--- src/design/pwaj_div.sv ---
// Restoring divider: one quotient bit per cycle.
`default_nettype none
module pwaj_div #(
  parameter int unsigned NumW = 24,
  parameter int unsigned DenW = 9
) (
  input  wire logic            clk_i,
  input  wire logic            rst_ni,
  input  wire logic            start_i,
  input  wire logic [NumW-1:0] num_i,
  input  wire logic [DenW-1:0] den_i,
  output logic                 busy_o,
  output logic [NumW-1:0]      quo_o
);
  localparam int unsigned CntW = $clog2(NumW + 1);
  logic [NumW-1:0] quo_q;
  logic [DenW:0]   rem_q;
  logic [DenW-1:0] den_q;
  logic [CntW-1:0] cnt_q;
  logic [DenW:0]   trial;
  assign trial = {rem_q[DenW-1:0], quo_q[NumW-1]};
  always_ff @(posedge clk_i or negedge rst_ni) begin
    if (!rst_ni) begin
      cnt_q <= '0;
    end else if (start_i) begin
      cnt_q <= CntW'(NumW);
    end else if (cnt_q != '0) begin
      cnt_q <= cnt_q - 1'b1;
    end
  end
  always_ff @(posedge clk_i) begin
    if (start_i) begin
      quo_q <= num_i;
      rem_q <= '0;
      den_q <= den_i;
    end else if (cnt_q != '0) begin
      if (trial >= {1'b0, den_q}) begin
        rem_q <= trial - {1'b0, den_q};
        quo_q <= {quo_q[NumW-2:0], 1'b1};
      end else begin
        rem_q <= trial;
        quo_q <= {quo_q[NumW-2:0], 1'b0};
      end
    end
  end
  assign busy_o = (cnt_q != '0);
  assign quo_o = quo_q;
endmodule
`default_nettype wire

--- config.mk ---
export PLATFORM = sky130hd
export DESIGN_NAME = pwaj_div
export DESIGN_NICKNAME = d
export VERILOG_FILES = /design/src/design/pwaj_div.sv
export SDC_FILE = /design/constraint.sdc
export NUM_CORES = 1
export LEC_CHECK = 0
export BUFFER_PORTS_ARGS = -buffer_cell sky130_fd_sc_hd__clkbuf_2
export CAP_MARGIN = 40
export CORE_MARGIN = 5
export CORE_UTILIZATION = 52
export DETAILED_ROUTE_END_ITERATION = 8
export PLACE_DENSITY = 0.8
export SYNTH_ARGS = -nofsm -noshare
export SYNTH_HDL_FRONTEND = slang
export SYNTH_SLANG_ARGS = --single-unit
--- constraint.sdc ---
create_clock -name clk_i -period 4.6 [get_ports clk_i]
set_clock_uncertainty 0.2 [all_clocks]
set_input_delay 0.23 -clock clk_i [delete_from_list [all_inputs] [get_ports clk_i]]
set_output_delay 0.23 -clock clk_i [all_outputs]
set_load 0.02 [all_outputs]
==> run metrics <==
slowest cell on the critical path fa_1; GRT overflow 0; Final Hold Vio Count 0; post-synth cell types 39; critical path capture point type register; Max Slew Vio Count 0; GP Congestion approximately 0.77; Logic pwr share 0.297; Clock power frac 0.212; fill cell count 349; io pins 61; Switching Share 0.3080; # setup viols final 0; synthesized area 2377 µm²; reg2reg setup slack 1.75 ns; maximum clock path buffer count 2; Tot GR Track Use 0.1637; Worst Hold Depth 2; Ant. Diodes 0; Least-Margin Pin Slew about 0.75 ns; post-synth top area cell edfxtp_1; CTS root buf clkbuf_8; Slew headroom 0.5025; Worst setup SP type register; R2R Path Start quo_o[23]; iteration-0 DRC count of the detailed router 110; internal power 0.0007783 W; Seq/Total Area, Yosys 0.5453; Post-Route Setup TNS 0 ns; Synth Register Bits 47; WL per Instance approximately 14 µm; HPWL after DPL 3185 µm; largest net degree at the start of global routing 56; Synth area leaders edfxtp_1 42%, mux2_2 11%, dfxtp_1 7.6%; setup ws final between 1.5 and 2 ns; crit-path cells inv_1 > ha_1 > inv_1 > fa_1 > a21o_1 > a32o_2 > a221oi_2 > o21ai_2 > mux2_2; ratio of cells with drive above 1 in the final layout 0.3876; worst hold start num_i[6]; vias in the first global route 1703; via density per instance 5.194; clock-pin slew on the worst setup and hold paths 0.08 ns; DRC viols 0; Rows 24; H-tree depth 2; Num CTS Buffers 5; FF-to-FF End quo_o[0]; Die X 77.62 µm; R2R depth 9; port buffer count 60; Arrival @ worst endpoint ~2.7 ns; Pre-antenna DRT Iters 4; DRT antenna net count 0; Most used DFF post-synth edfxtp_1; first-pass GRT wire length ~8000 µm; EDFF count, synth 33; status completed; Hold WC Path Type in -> reg; total power 0.001125 W; max-capacitance violation count 0; worst skew pair latency around 0.29 ns; f_max 0.3510 GHz; WHS Endpoint quo_o[6]; vias 1610; CP top delay family compound AO/OA/AOI/OAI gates; ys async rst share 0.1064; Die H 77.62 µm; PwrDens 386.0 nW/µm²; Buf/Inv on CP 2; Max FO, Critical Path 14; area of the multi-input gates 984.7 µm²; worst vdd ir 0.2570 mV; Reg area 1296 µm²; core area 4384 µm²; Tmin final 2.849 ns; Layout Nets 305; antenna violations before repair 0; Syn Nets 234; Place WS roughly 1.8 ns; top cells by count, synth 33 x edfxtp_1, 24 x mux2_2, 13 x inv_1; Routed WL between 4000 and 5000 µm; P&R area growth vs syn 22.58%; critical path required time 4.45 ns; Initial Util 0.5422; crit-path most repeated cell inv_1; Gate Count Post-Synth 186; Yosys warning total 0; CTS tree yes; share of the synthesized area in the top cell type 0.4168; RSZ-0062 raised after global routing no; syn_area_per_cell around 13 µm²; count leader, synth edfxtp_1; Period Utilization, post-route 0.6193; largest stage delay on the critical path between 0.4 and 0.5 ns; static leakage 1.288 nW; CTS Sinks 47; die area 6024 µm²; Psw 0.0003464 W; Sequential Power Share 0.491; Worst Path Class, Setup reg -> reg
per-layer routing:
layer | part of all wire | GRT usage
met3 | 0.042 | 0.04282
met1 | 0.42 | 0.2096
met2 | 0.52 | 0.2738
met4 | 0.0098 | 0.04467
met5 | 0 | 0
worst register-to-register path: stages, from the launching register on:
cell      delay [ns]
edfxtp_1        0.39
inv_1           0.10
ha_1            0.17
inv_1           0.06
fa_1            0.41
a21o_1          0.21
a32o_2          0.22
a221oi_2        0.24
o21ai_2         0.26
mux2_2          0.34
power by group through the flow:
stage | logic, W | registers, W | clock network (W)
after floorplan | 0.000225 | 0.000586 | 0
after global placement | 0.000323 | 0.000560 | 0
after detailed placement | 0.000328 | 0.000561 | 0
after CTS | 0.000337 | 0.000553 | 0.000246
after global routing | 0.000373 | 0.000561 | 0.000272
final | 0.000334 | 0.000552 | 0.000239
registers in the layout (all words and copies together), names as in the netlist:
name / cells
rem_q: 9
quo_o: 24
den_q: 9
cnt_q: 5
cells by family after synthesis:
logic type               Yosys count  share of synthesized area
AND/OR/NAND/NOR                   34                    0.07947
buffers and inverters             23                    0.04315
flip-flops                        47                     0.5453
adder cells (fa/ha/maj)           12                    0.06632
multiplexers                      29                     0.1347
AO/OA/AOI/OAI                     33                     0.1016
XOR/XNOR                           8                    0.02947
how the worst max path moves through the flow:
stage | startpoint | to | slack (ns) | cells past startpoint
after global routing | quo_o[23] | rem_q[6] | 1.54 | 10
after CTS | quo_o[23] | quo_o[0] | 1.73 | 9
after floorplan | quo_o[23] | quo_o[0] | 1.75 | 10
after global placement | quo_o[23] | quo_o[0] | 1.82 | 9
final | quo_o[23] | quo_o[0] | 1.75 | 9
after detailed placement | quo_o[23] | quo_o[0] | 1.76 | 9
layout by cell type (no fill, tap or decap), types with 2 or more instances in the layout:
master         count
nand3_1            2
edfxtp_1          33
a21oi_1            7
dlygate4sd3_1     10
o21ai_1            4
xor2_1             4
mux2i_1            5
dfxtp_1            9
clkbuf_2          60
a211oi_1           7
nor3b_1            2
nand2_1            6
buf_4              2
nor3_1             3
dfrtp_1            5
clkbuf_8           5
nand3b_1           5
inv_1             13
ha_1              11
a211o_1            3
mux2_2            24
a21o_1             3
nor2_1             9
nand2b_1           2
o21bai_1           2
xnor2_1            4
repair_timing:
item | CTS | global route
gates resized for setup | 0 | 0
hold endpoints to repair | 14 | 0
hold buffers | 10 | 0
setup buffers | 0 | 0
cell type report:
cell class | instances | area share
sequential | 47 | 0.4448
tap | 52 | 0.02233
multi-input combinational | 116 | 0.3379
inverter | 14 | 0.01803
clock inverter | 2 | 0.004294
timing repair buffer | 73 | 0.1477
clock buffer | 6 | 0.02490
metrics by stage:
stage                     cell area (µm²)  utilization  hold slack [ns]  cells
after floorplan                      2377            -          -0.2656    186
after global placement               2714       0.6190          -0.1442    291
after detailed placement             2729       0.6224          -0.1427    292
after CTS                            2914       0.6647          0.02581    310
after global routing                 2914       0.6647          0.01015    310
final                                2914       0.6647          0.03071    310
No activity file was read; power rests on OpenSTA's default activity.
